<file path="src/rtl/epbt_pkg.sv">
// Shared constants and result type for the edge pixel boundary term core.
`default_nettype none

package epbt_pkg;

  localparam int COORD_WIDTH = 24;
  localparam int FRAC_BITS   = 16;
  localparam int OUT_WIDTH   = 48;
  localparam int OUT_FRAC    = 24;

  typedef struct packed {
    logic signed [OUT_WIDTH-1:0] term_start_moving;
    logic signed [OUT_WIDTH-1:0] term_end_moving;
    logic signed [OUT_WIDTH-1:0] term_translating;
    logic                        crosses_pixel;
  } result_t;

endpackage

`default_nettype wire

</file>
<file path="src/rtl/epbt_div_lane.sv">
// Pipelined restoring divider giving min(floor(a * 2^FRAC_BITS / b), 2^FRAC_BITS).
`default_nettype none

module epbt_div_lane #(
  parameter int AW        = epbt_pkg::COORD_WIDTH + 1,
  parameter int FRAC_BITS = epbt_pkg::FRAC_BITS
) (
  input  logic                 clk_i,
  input  logic                 en_i,
  input  logic [AW-1:0]        a_i,
  input  logic [AW-1:0]        b_i,
  output logic [FRAC_BITS:0]   q_o
);

  localparam int FB = FRAC_BITS;
  localparam logic [FB:0] ONE = (FB + 1)'(1) << FB;

  logic [AW-1:0] rem_q [FB];
  logic [AW-1:0] div_q [FB];
  logic [FB-1:0] quo_q [FB];
  logic          sat_q [FB];

  for (genvar j = 0; j < FB; j++) begin : g_step
    logic [AW-1:0] r_prev;
    logic [AW-1:0] b_prev;
    logic [FB-1:0] qt_prev;
    logic          s_prev;
    logic [AW:0]   r2;
    logic          ge;

    if (j == 0) begin : g_first
      assign r_prev  = a_i;
      assign b_prev  = b_i;
      assign qt_prev = '0;
      assign s_prev  = a_i >= b_i;
    end else begin : g_next
      assign r_prev  = rem_q[j-1];
      assign b_prev  = div_q[j-1];
      assign qt_prev = quo_q[j-1];
      assign s_prev  = sat_q[j-1];
    end

    assign r2 = {r_prev, 1'b0};
    assign ge = r2 >= {1'b0, b_prev};

    always_ff @(posedge clk_i) begin
      if (en_i) begin
        rem_q[j] <= ge ? AW'(r2 - {1'b0, b_prev}) : AW'(r2);
        div_q[j] <= b_prev;
        quo_q[j] <= {qt_prev[FB-2:0], ge};
        sat_q[j] <= s_prev;
      end
    end
  end

  assign q_o = sat_q[FB-1] ? ONE : {1'b0, quo_q[FB-1]};

endmodule

`default_nettype wire

</file>
<file path="config.mk">
export PLATFORM = sky130hd
export DESIGN_NAME = epbt_div_lane
export DESIGN_NICKNAME = d
export VERILOG_FILES = /design/src/rtl/epbt_pkg.sv /design/src/rtl/epbt_div_lane.sv
export SDC_FILE = /design/constraint.sdc
export NUM_CORES = 2
export LEC_CHECK = 0
export BUFFER_PORTS_ARGS = -buffer_cell sky130_fd_sc_hd__buf_2
export CAP_MARGIN = 20
export CORE_ASPECT_RATIO = 1.25
export CORE_MARGIN = 5
export CORE_UTILIZATION = 55
export DETAILED_ROUTE_END_ITERATION = 10
export MAX_ROUTING_LAYER = met4
export PLACE_DENSITY = 0.71
export SYNTH_ARGS = -nofsm -noshare
export SYNTH_HDL_FRONTEND = slang
export SYNTH_SLANG_ARGS = --single-unit
</file>
<file path="constraint.sdc">
create_clock -name clk_i -period 8.81 [get_ports clk_i]
set_clock_uncertainty 0.15 [all_clocks]
set_input_delay 2.643 -clock clk_i [delete_from_list [all_inputs] [get_ports clk_i]]
set_output_delay 2.643 -clock clk_i [all_outputs]
set_load 0.02 [all_outputs]
</file>
; After elaboration in Yosys (flattened, before gate mapping)
; Memories as Yosys holds them, arrays and structs flattened.
; Cells that the tools add are included.
; W data, S select, Z words.
[totals]
regBits = 0
ramBits = 1072
mem_count = 4
[classes]
order_cmp = 17
n_addsub = 16
mux = 19
[memory_table]
columns = memory, words, word_bits, read_ports, rd_ports_with_merged_regs, wr, line_no
row1 = div_q, 16, 25, 15, 0, 16, epbt_div_lane.sv:19  ; logic [AW-1:0] div_q [FB];
row2 = rem_q, 16, 25, 15, 0, 16, epbt_div_lane.sv:18  ; logic [AW-1:0] rem_q [FB];
row3 = quo_q, 16, 16, 16, 0, 16, epbt_div_lane.sv:20  ; logic [FB-1:0] quo_q [FB];
row4 = sat_q, 16, 1, 16, 0, 16, epbt_div_lane.sv:21  ; logic sat_q [FB];
[ops]
columns = op, n
row1 = $ge A26 B25 Y1, 16
row2 = $mux W25, 16
row3 = $sub A25 B25 Y25, 16
row4 = $ge A25 B25 Y1, 1
row5 = $mux W17, 1
row6 = $mux W1, 2

; Longest topological paths before layout
; An unclocked memory read counts as a cell.
[depth]
depth_word = 3
depth_mapped = 14
ltp_nobuf = 12

; Worst setup path before layout
; No wires, ideal clock.
[synth_path]
path_kind = input -> register
startpoint = input port b_i[6]
endpoint = memory rem_q[0][1] (netlist name), data pin
setup_time_ps = 267
setup_slack_ps = 3543
stages = 12
n_path_buf = 2
arrival_ps = 4850
required_ps = 8393
path_cell_list = inv_1 > ha_1 > or4_1 > o21ai_0 > o21ba_2 > a211oi_1 > o211ai_1 > nand2_1 > a31o_2 > clkbuf_1 > clkbuf_1 > o21ai_0
[synth_rtl]
columns = item, line_no
row1 = start: declaration, epbt_div_lane.sv:11  ; input logic [AW-1:0] b_i,
row2 = end: declaration, epbt_div_lane.sv:18

==> impl_metrics.py <==
metrics = {
    "synthesis": {
        "synthDistinctLibCells": 82,
        "synth_cells": 4708,
        "synth_edf_count": 902,
        "avgSynthCellArea_um2": 11.1,
        "ys.flop_type": "edfxtp_1",
        "async_reset_ff_share_pct": 0,
        "syn-cell-area_mm2": 0.0522,
        "seq_area_frac_synth_pct": 51.9,
        "yosysWarnings": 0,
        "synth-seq-cells": 902,
        "syn_nets": 5199,
    },
    "hold_path": {
        "whs_endpoint": "quo_q[7][14]$_DFFE_PP_",
        "min_from": "quo_q[6][29]$_DFFE_PP_",
        "hold_depth": 0,
        "hp-class": "flop to flop",
    },
    "setup_path": {
        "critPathLaunchType": "input port",
        "r2r_start": "rem_q[1][28]$_DFFE_PP_",
        "arrival_ns": 5.99,
        "crit_fanout": 37,
        "critPathRequiredTime_ns": 9.08,
        "end_kind": "flop",
        "reg2regPathDepth": 11,
        "critPathKind": "input port to flop",
        "r2r-end": "rem_q[1][52]$_DFFE_PP_",
        "r2r_slack_ns": 4.42,
    },
    "pwr": {
        "pwr_density_cell_mw_per_mm2": 354,
        "p_switching_mw": 7.56,
        "swShare_pct": 37.4,
        "pwr-share-comb_pct": 46.5,
        "power.internal_mw": 12.6,
        "clkPwrFrac_pct": 19.1,
        "seqPwrFrac_pct": 34.3,
        "leakagePower_nw": 23.4,
        "ir_drop_mv": 0.173,
    },
    "cts": {
        "cts.sinks": 902,
        "cts_tree": "built",
        "clock_latency_ns": 0.67,
        "root_buffer": "clkbuf_16",
        "clkTransAtPathRegs_ns": 0.06,
        "clk_path_buf_depth": 3,
        "cts-hold-fix-buffers": 0,
        "cts_setup_buffers": 0,
        "h-tree-depth": 3,
        "cts_inserted_buffers": 93,
        "cts_resized": 0,
    },
    "timing": {
        "rsz0062_at_grt": "no",
        "drv_slew": 0,
        "finalHoldViolCount": 0,
        "post-route-period-util_pct": 65.0,
        "setup-tns-final_ns": 0,
        "setup_viol": 0,
        "slew_headroom_pct": 25.2,
        "period_needed_ns": 5.72,
        "worst_slew_pin_slew_ns": 1.11,
        "fmax_ghz": 0.175,
    },
    "floorplan": {
        "die_height_um": 355,
        "die_w_um": 286,
        "io_pins": 69,
        "start_util_pct": 55.3,
        "core-area_mm2": 0.0944,
        "fp.dieArea_mm2": 0.101,
        "num_rows": 126,
    },
    "global_route": {
        "grt_remaining_overflow": 0,
        "grt_pass1_vias": 36800,
        "antenna_found_initial": 0,
        "grt_usage_pct": 22.4,
        "grt_max_degree": 168,
        "grt_pass1_wl_mm": 178,
    },
    "drt": {
        "drt-initial-drc-count": 1542,
        "viasPerCell": 5.80,
        "vias": 35300,
        "wl_per_cell_um": 18.5,
        "dr.pass1.iters": 5,
        "postRouteWirelength_mm": 113,
        "ant_nets": 0,
        "drc": 0,
    },
    "cells_and_area": {
        "area_growth_pct": 9.10,
        "final_cell_mix": "902 x edfxtp_1, 498 x inv_1, 424 x ha_1, 349 x a21oi_1, 333 x nand2_1",
        "layout_commonest_cell": "edfxtp_1",
        "antenna_cells": 0,
        "drive_gt1_share_pct": 8.14,
        "final_area_mm2": 0.0570,
        "final_nets": 5293,
    },
    "place": {
        "dp.final_hpwl_mm": 86.3,
        "place_congestion": 0.943,
        "place_area_mm2": 0.0540,
        "portBuffers": 68,
    },
    "run": {
        "maxCapViolCount": 0,
    },
    "run_status": {
        "status": "finished clean",
    },
}
synth_stat cells (70+ instances only):
cell type / count / area (um^2)
clkbuf_1: 79 / 297
xnor2_1: 168 / 1470
inv_1: 498 / 1870
a21o_1: 162 / 1220
o21ai_0: 327 / 1640
o21a_1: 76 / 571
nor2_1: 284 / 1070
a21oi_1: 350 / 1750
ha_1: 424 / 5310
nand3_1: 70 / 350
nand2_1: 333 / 1250
nor2b_1: 72 / 450
mux2_2: 116 / 1310
edfxtp_1: 902 / 27100
xor2_1: 127 / 1110
worst max-delay path by stage:
stage | start | to | slack, ns
2_1_floorplan | b_i[6] | rem_q[0][1]$_DFFE_PP_ | 3.54
4_1_cts | b_i[5] | rem_q[0][8]$_DFFE_PP_ | 3.20
3_3_place_gp | b_i[5] | rem_q[0][8]$_DFFE_PP_ | 2.48
3_5_place_dp | b_i[5] | rem_q[0][8]$_DFFE_PP_ | 2.48
5_1_grt | b_i[5] | rem_q[0][8]$_DFFE_PP_ | 2.99
6_report | b_i[5] | rem_q[0][8]$_DFFE_PP_ | 3.09
per-stage QoR:
stage	total power, mW	instances	setup slack, ns	util, %	hold WS [ns]
floorplan	14.0	4708	3.54	-	0.250
detailed placement	16.3	5922	2.48	57.2	0.255
global placement	16.1	5921	2.48	57.2	0.250
finish	20.2	6092	3.09	60.4	0.265
global route	21.6	6092	2.99	60.4	0.268
CTS	20.3	6091	3.20	60.3	0.260
cell families after synthesis:
family          Yosys count  share of synthesized area [%]
buf+inv                 598                           4.37
simple gates           1057                           9.54
compound gates         1276                           15.5
fa+ha+maj               439                           10.7
flops                   902                           51.9
mux                     141                           3.08
xor+xnor                295                           4.95
power by group through the flow:
stage / logic (mW) / clock network [mW] / registers, mW
3_3_place_gp: 9.14 / 0 / 6.97
5_1_grt: 10.4 / 4.13 / 7.04
4_1_cts: 9.40 / 3.95 / 6.93
6_report: 9.39 / 3.86 / 6.93
3_5_place_dp: 9.34 / 0 / 7.01
2_1_floorplan: 7.22 / 0 / 6.80
registers in the layout (all words and copies together) (netlist names):
name,cells
sat_q,16
div_q,375
rem_q,375
quo_q,136
layout make-up:
cell class,instances,area [um^2]
inverters,498,1870
repair buffers,99,636
clock buffers,114,2410
fillers,7591,37400
multi-input cells,3208,22900
flip-flops and latches,902,27100
well taps,1216,1520
clock inverters,55,548
metal layers:
| metal | up-vias | global-route usage (%) | wire [um] |
|---|---|---|---|
| li1 | 17400 | - | - |
| met3 | 381 | 2.63 | 3050 |
| met2 | 687 | 46.8 | 66300 |
| met4 | 0 | 14.8 | 8560 |
| met1 | 16800 | 17.1 | 34700 |
| met5 | - | - | 0 |
critical path, cell delays in order:
cell	delay (ns)
buf_2	0.10
inv_1	0.06
ha_1	0.38
or4_1	0.42
o21ai_0	0.10
o21ba_2	0.21
a211oi_1	0.41
o211ai_1	0.19
nand2_1	0.24
a31o_2	0.33
buf_4	0.38
inv_1	0.21
mux2_2	0.31
(Power assumes the default switching activity.)
