## src/rtl/epbt_pkg.sv

```systemverilog
// Shared constants and result type for the edge pixel boundary term core.
`default_nettype none

package epbt_pkg;

  localparam int COORD_WIDTH = 24;
  localparam int FRAC_BITS   = 16;
  localparam int OUT_WIDTH   = 48;
  localparam int OUT_FRAC    = 24;

  typedef struct packed {
    logic signed [OUT_WIDTH-1:0] term_start_moving;
    logic signed [OUT_WIDTH-1:0] term_end_moving;
    logic signed [OUT_WIDTH-1:0] term_translating;
    logic                        crosses_pixel;
  } result_t;

endpackage

`default_nettype wire

```

## src/rtl/epbt_out_buf.sv

```systemverilog
// Two-entry output buffer that decouples the pipeline from the result consumer.
`default_nettype none

module epbt_out_buf (
  input  logic              clk_i,
  input  logic              rst_ni,
  input  logic              in_valid_i,
  input  epbt_pkg::result_t in_data_i,
  output logic              room_o,
  output logic              out_valid_o,
  input  logic              out_ready_i,
  output epbt_pkg::result_t out_data_o
);

  logic [1:0]        cnt_q, cnt_d;
  logic              wp_q, rp_q;
  logic              push, pop;
  epbt_pkg::result_t mem_q [2];

  assign room_o      = cnt_q != 2'd2;
  assign out_valid_o = cnt_q != 2'd0;
  assign out_data_o  = mem_q[rp_q];
  assign push        = in_valid_i && room_o;
  assign pop         = out_valid_o && out_ready_i;

  always_comb begin
    cnt_d = cnt_q;
    if (push && !pop) begin
      cnt_d = cnt_q + 2'd1;
    end else if (pop && !push) begin
      cnt_d = cnt_q - 2'd1;
    end
  end

  always_ff @(posedge clk_i or negedge rst_ni) begin
    if (!rst_ni) begin
      cnt_q <= '0;
      wp_q  <= 1'b0;
      rp_q  <= 1'b0;
    end else begin
      cnt_q <= cnt_d;
      if (push) begin
        wp_q <= !wp_q;
      end
      if (pop) begin
        rp_q <= !rp_q;
      end
    end
  end

  always_ff @(posedge clk_i) begin
    if (push) begin
      mem_q[wp_q] <= in_data_i;
    end
  end

endmodule

`default_nettype wire

```

## config.mk

```make
export PLATFORM = sky130hd
export DESIGN_NAME = epbt_out_buf
export DESIGN_NICKNAME = d
export VERILOG_FILES = /design/src/rtl/epbt_pkg.sv /design/src/rtl/epbt_out_buf.sv
export SDC_FILE = /design/constraint.sdc
export NUM_CORES = 1
export LEC_CHECK = 0
export ABC_CLOCK_PERIOD_IN_PS = 7200
export BUFFER_PORTS_ARGS = -buffer_cell sky130_fd_sc_hd__buf_2
export CORE_MARGIN = 4
export CORE_UTILIZATION = 30
export DETAILED_ROUTE_END_ITERATION = 12
export PLACE_DENSITY = 0.56
export SYNTH_ARGS = -nofsm -noshare
export SYNTH_HDL_FRONTEND = slang
export SYNTH_SLANG_ARGS = --single-unit
```

## constraint.sdc

```tcl
create_clock -name clk_i -period 7.2 [get_ports clk_i]
set_clock_uncertainty 0.1 [all_clocks]
set_input_delay 2.16 -clock clk_i [delete_from_list [all_inputs] [get_ports clk_i]]
set_output_delay 2.16 -clock clk_i [all_outputs]
set_load 0.05 [all_outputs]
```

### After elaboration in Yosys (flattened, before gate mapping)

Memories as Yosys holds them, arrays and structs flattened.
Index checks and enable logic that the tools add are counted.

* register bits: 4
* RAM bits: 290
* input bits: 149
* output and inout port bits: 147
* logic and storage cells: 21
* memories: 1

Memories
* mem_q: depth 2, bits a word 145, read ports 1, clocked after Yosys merged registers in 0, wr ports 1, line epbt_out_buf.sv:18 `epbt_pkg::result_t mem_q [2];`

* add/sub/neg operators: 2
* eq/ne operators: 1
* mux-type cells: 4
* reduce and logical (&&, ||, !) cells: 10

Operators by type and width (count)
* $logic_and A1 B1 Y1: 4
* $logic_not A1 Y1: 4
* $mux W2: 2
* $reduce_bool A2 Y1: 2
* $add A2 B1 Y2 const B: 1
* $mux W1: 2
* $ne A2 B2 Y1 const B: 1
* $sub A2 B1 Y2 const B: 1

### Longest topological paths before layout

Gate-level depths: netlist of the first run.

* depth in word-level cells: 6
* mapped depth: 7
* depth with buffers taken out: 7

### Worst setup path before layout of the first run

Ideal clock, no wire load.

* kind: input port to flip-flop
* start point: input port in_valid_i
* end point: memory mem_q[0][0] (netlist name) (enable)
* setup time: 652 ps
* data arrival time: 8294 ps
* required time: 6448 ps
* setup slack: -1846 ps
* stages: 2
* buffers on the path: 0
* cells stage by stage: nand2_1 -> nor2_1

* word-level cells in the longest chain between the ends: 3

RTL lines
* start: declaration: line epbt_out_buf.sv:7 `input logic in_valid_i,`
* $logic_and A1 B1 Y1: line epbt_out_buf.sv:23 `assign push = in_valid_i && room_o;`
* $mux W1: line epbt_out_buf.sv:52 `if (push) begin`
* $mux W1 (not written as such): line epbt_out_buf.sv:53 `mem_q[wp_q] <= in_data_i;`
* end: declaration: line epbt_out_buf.sv:18

No other way between the ends.

==> results of run 1 <==
[path summary, 6_finish.rpt]
check	from	to	cells after the start
max in group asynchronous	rst_ni	rp_q$_DFFE_PN0P_	1
setup / recovery	rp_q$_DFFE_PN0P_	out_data_o[130]	3
setup reg to reg	cnt_q[0]$_DFFE_PN0P_	mem_q[0][62]$_DFFE_PP_	4
hold reg to reg	cnt_q[1]$_DFFE_PN0P_	cnt_q[1]$_DFFE_PN0P_	1
min in group asynchronous	rst_ni	rp_q$_DFFE_PN0P_	1
hold / removal	cnt_q[1]$_DFFE_PN0P_	cnt_q[1]$_DFFE_PN0P_	1
[registers in the layout, indices dropped and copies added (netlist names)]
register	flops
cnt_q	2
rp_q	1
mem_q	290
wp_q	1
[stage by stage]
stage | total power (uW) | instance area, um^2 | setup slack, ps | hold slack [ps]
3_5_place_dp | 5250 | 12700 | 2670 | 391
3_3_place_gp | 5240 | 12700 | 2640 | 384
5_1_grt | 7010 | 13700 | 1990 | 430
6_report | 6710 | 13700 | 2130 | 388
4_1_cts | 6830 | 13700 | 2040 | 403
2_1_floorplan | 4710 | 10700 | 605 | 356
[layout by cell type, fill, tap and decap left out]
master / instances
nand2_1: 2
dfrtp_1: 3
clkbuf_16: 31
nor2_1: 1
clkbuf_1: 4
buf_2: 295
nor2_4: 1
inv_1: 1
buf_4: 1
clkinvlp_4: 1
inv_6: 2
or2_2: 1
clkinv_1: 10
nand2b_1: 1
dfrtp_4: 1
edfxtp_1: 290
ha_1: 1
buf_12: 3
clkinv_2: 6
bufinv_16: 4
xnor2_1: 3
mux2_2: 145
diode_2: 1
and3_4: 1
xor2_1: 2
[worst max-delay path: stages (launching register included)]
cell and delay (ps):
dfrtp_4 1020, buf_12 420, mux2_2 410, buf_2 210
[cells by family (layout without fill, tap and decap cells)]
group | after synthesis | count (layout) | synth area share, %
xor gates and xnor gates | 5 | 5 | 0.408
adders and majority gates | 1 | 1 | 0.116
buffers and inverters | 17 | 358 | 1.95
DFF | 294 | 294 | 82.0
muxes | 145 | 145 | 15.2
other | 0 | 1 | 0
and+or+nand+nor | 7 | 7 | 0.315
[layer usage]
layer / track usage, % / up-vias / wire length [um]
li1: - / 2509 / -
met1: 13.5 / 2695 / 8970
met2: 18.4 / 190 / 11100
met3: 3.79 / 42 / 1920
met4: 3.13 / 8 / 470
met5: 0 / - / 46
[power breakdown]
group,internal [uW],switching (uW)
Clock,928,630
Combinational,706,1960
Sequential,2340,150
Total,3980,2740
[cell type report]
type	count	area, um^2	area share [%]
Clock buffer	35	791	5.78
Clock inverter	23	213	1.56
Inverter	1	3.75	0.0274
Timing Repair Buffer	299	1540	11.3
Multi-Input combinational cell	158	1740	12.7
Tap cell	461	577	4.22
Sequential cell	294	8810	64.4
Antenna cell	1	2.50	0.0183
==> impl_metrics.json, run 1 <==
{
  "cts_setup_buffers": 0,
  "wirelength_mm": 22.5,
  "cts_max_level": 1,
  "crit_arrival_ps": 2810,
  "drv_slew": 0,
  "ys_seq_area_share_pct": 82.0,
  "reg2reg_slack_ps": 4530,
  "dr.pass1.iters": 4,
  "fmax_mhz": 197,
  "netlist_top_cells_count": "edfxtp_1 (290), mux2_2 (145), clkbuf_8 (10), buf_6 (6), dfrtp_1 (4)",
  "cp-end-kind": "output port",
  "numCtsBuffers": 31,
  "grt_pass1_wl_mm": 33.7,
  "start_kind": "register",
  "rows": 69,
  "syn_inst": 469,
  "critPathKind": "reg2out",
  "slew_headroom_pct": 38.4,
  "antenna_left": 0,
  "post_drt_wl_per_cell_um": 17.7,
  "grt_start_max_net_pins": 146,
  "overflow": 0,
  "synthFlopType": "edfxtp_1",
  "syn_nets": 619,
  "synthArstFlopShare_pct": 1.36,
  "yosysWarnings": 0,
  "detailed_place_hpwl_mm": 14.4,
  "period_needed_ps": 5070,
  "die_h_um": 197,
  "vias": 5444,
  "antenna_found_initial": 4,
  "dp.cells": 1213,
  "die_w_um": 197,
  "yosysTopAreaCell": "edfxtp_1",
  "layout-drive-gt1-share_pct": 60.7,
  "hold_buffers": 0,
  "clkSinkCount": 294,
  "gp_congestion": 0.694,
  "clkTransAtPathRegs_ps": 60,
  "rsz0062_at_grt": "no",
  "synth_edf_count": 290,
  "avgViaCountPerCell": 4.28,
  "post-route-util_pct": 38.5,
  "setup_viol_count_final": 0,
  "cts_resized": 0,
  "drt_iter0_markers": 143,
  "clk-insertion-delay-late_ps": 560,
  "numPortBuffers": 295,
  "syn_to_final_growth_pct": 27.4,
  "ir_drop_mv": 0.266,
  "die_area_mm2": 0.0389,
  "num-nets-final": 935,
  "power.density_mw_per_mm2": 491,
  "initial_core_util_pct": 30.3,
  "drv_cap": 0,
  "clock_path_buffers": 3,
  "finalHoldViolCount": 0,
  "cts_tree": "built",
  "synth.most_common_cell": "edfxtp_1",
  "synth_area_leaders": "edfxtp_1 (81%), mux2_2 (15%), clkbuf_8 (1.3%), dfrtp_1 (0.93%), buf_6 (0.63%)",
  "worstPathRequired_ps": 4940,
  "grt_pass1_vias": 5744,
  "ios": 296,
  "status": "finished, final reports clean",
  "drc": 0,
  "syn-cell-area_mm2": 0.0107,
  "worst_slew_pin_slew_ps": 924,
  "p_leak_uw": 0.00504,
  "fp.coreArea_mm2": 0.0355,
  "synth.distinct_cells": 14,
  "hold_class": "reg2reg",
  "yosys.area.top_type_share_pct": 81.1,
  "worstPathMaxFanout": 85,
  "synth.avg_cell_area_um2": 22.9,
  "fin_crit_sh_pct": 70.4,
  "num-fill-cells": 3303,
  "synth.ff_latch_count": 294,
  "fin_tns_setup_ps": 0,
  "root_buffer": "clkbuf_16",
  "track_usage_pct": 11.0,
  "fin_cells": 1272
}
No activity file was read; power rests on OpenSTA's default activity.
==> inputs of run 2 (changes only) <==
- ABC_CLOCK_PERIOD_IN_PS: 7200 -> 4200
- clock period: 7.2 -> 4.2 ns (I/O delays scaled with it)
==> run 2 against run 1 <==
Compared with the run above:
- hold slack gained 4.4 ps
- wire length shrank 2.4%
- die area is the same
- utilization is essentially flat
- flip-flop and latch count is the same
- register-to-register slack lost 2400 ps
- final cell count grew 0.31%
- combinational power grew 74%
- cell area is essentially flat
- critical path type unchanged
- highest routed layer unchanged
==> impl_metrics.json, run 2 (synthesized netlist as in run 1, its figures left out) <==
{
  "status": "finished, final reports clean",
  "track_usage_pct": 10.7,
  "cts_resized": 0,
  "p_leak_uw": 0.00504,
  "wl_met3_mm": 1.99,
  "cts_max_level": 1,
  "crit_arrival_ps": 2400,
  "drv_slew": 0,
  "cts_tree": "built",
  "worstPathMaxFanout": 41,
  "path_cells": "buf_4 -> mux2_2 -> buf_2",
  "num-nets-final": 940,
  "worstPathRequired_ps": 2840,
  "multi_input_area_mm2": 0.00174,
  "vias": 5438,
  "detailed_place_hpwl_mm": 14.7,
  "clkTransAtPathRegs_ps": 60,
  "antenna_left": 0,
  "finalHoldViolCount": 0,
  "critPathMaxStageDelay_ps": 820,
  "clock_path_buffers": 3,
  "grt_pass1_wl_mm": 32.9,
  "grt_pass1_vias": 5861,
  "overflow": 0,
  "cp-end-kind": "output port",
  "layout_common_cells": "buf_2 (295), edfxtp_1 (290), mux2_2 (145)",
  "largest_register_ffs": 290,
  "critPathLaunch": "rp_q$_DFFE_PN0P_",
  "clk-insertion-delay-late_ps": 550,
  "met1_length_mm": 8.66,
  "reg_top3": "mem_q: 290 flops, cnt_q: 2 flops",
  "die_h_um": 197,
  "critPathKind": "reg2out",
  "drv_cap": 0,
  "ios": 296,
  "wl_met2_mm": 10.9,
  "numCtsBuffers": 31,
  "initial_core_util_pct": 30.3,
  "drt_iter0_markers": 173,
  "layout_commonest_cell": "buf_2",
  "crit_slowest_cell": "dfrtp_4",
  "period_needed_ps": 3760,
  "hp-start": "cnt_q[1]$_DFFE_PN0P_",
  "dr.pass1.iters": 4,
  "start_kind": "register",
  "clkSinkCount": 294,
  "die_w_um": 197,
  "setup_viol_count_final": 0,
  "ir_drop_mv": 0.503,
  "die_area_mm2": 0.0389,
  "power_frac_clock_pct": 22.2,
  "largest_register": "mem_q",
  "cts_setup_buffers": 0,
  "fin_total_pwr_uw": 11400,
  "drc": 0,
  "p_seq_share_pct": 37.1,
  "layout-drive-gt1-share_pct": 60.8,
  "hold_class": "reg2reg",
  "fin_cells": 1276,
  "slew_headroom_pct": 44.8,
  "wirelength_mm": 22.0,
  "grt_start_max_net_pins": 89,
  "worst_slew_pin_slew_ps": 827,
  "rows": 69,
  "regArea_mm2": 0.00881,
  "dr.max_layer_used": "met5",
  "post_drt_wl_per_cell_um": 17.2,
  "p_sw_share_pct": 41.0,
  "avgViaCountPerCell": 4.26,
  "hold_buffers": 0,
  "syn_to_final_growth_pct": 27.3,
  "fin_tns_setup_ps": 0,
  "antenna_found_initial": 2,
  "r2r-start": "cnt_q[0]$_DFFE_PN0P_",
  "dp.cells": 1218,
  "power.density_mw_per_mm2": 834,
  "numPortBuffers": 295,
  "gp_congestion": 0.699,
  "rsz0062_at_grt": "no",
  "p_int_uw": 6730,
  "post-route-util_pct": 38.5,
  "switchingPower_uw": 4670,
  "fp.coreArea_mm2": 0.0355,
  "root_buffer": "clkbuf_16",
  "fin_crit_sh_pct": 89.5,
  "fmax_mhz": 266,
  "num-fill-cells": 3351,
  "pwr-share-comb_pct": 40.7
}
[run 2: area by class of cell]
| class | count | area share [%] |
|---|---|---|
| antenna | 1 | 0.0183 |
| clock buffer | 40 | 5.92 |
| clock inverter | 17 | 0.979 |
| inverter | 1 | 0.0275 |
| multi-input combinational | 158 | 12.7 |
| sequential | 294 | 64.5 |
| tap | 461 | 4.22 |
| timing repair buffer | 304 | 11.7 |
[run 2: stage by stage]
stage	setup WS [ps]	area, um^2	hold WS (ps)
finish	442	13700	392
global route	312	13700	383
CTS	358	13700	368
detailed placement	967	12700	382
global placement	977	12700	375
floorplan	129	10700	356
[run 2: per-layer routing]
metal / track usage (%) / up-vias
met4: 3.21 / 2
met1: 13.2 / 2691
li1: - / 2527
met2: 17.8 / 183
met5: 0 / -
met3: 3.74 / 35
[run 2: final timing paths]
kind / end / slack (ps) / cells past startpoint
setup / recovery: out_data_o[45] / 440 / 3
hold / removal: cnt_q[1]$_DFFE_PN0P_ / 390 / 1
setup reg to reg: mem_q[0][53]$_DFFE_PP_ / 2140 / 4
hold reg to reg: cnt_q[1]$_DFFE_PN0P_ / 390 / 1
max in group asynchronous: rp_q$_DFFE_PN0P_ / 3460 / 1
min in group asynchronous: rp_q$_DFFE_PN0P_ / 410 / 1
[run 2: worst max-delay path: cells and delay by family, from the launching register on]
| kind | cells | cell delay (ps) |
|---|---|---|
| flops | 1 | 820 |
| mux | 1 | 370 |
| buf+inv | 2 | 600 |
[run 2: power by group through the flow]
stage                     clock (uW)  combinational (uW)  sequential, uW
after detailed placement           0                4710            4310
after global placement             0                4720            4280
after global routing            2750                4880            4290
final                           2530                4640            4230
after floorplan                    0                3810            4210
after CTS                       2630                4720            4250
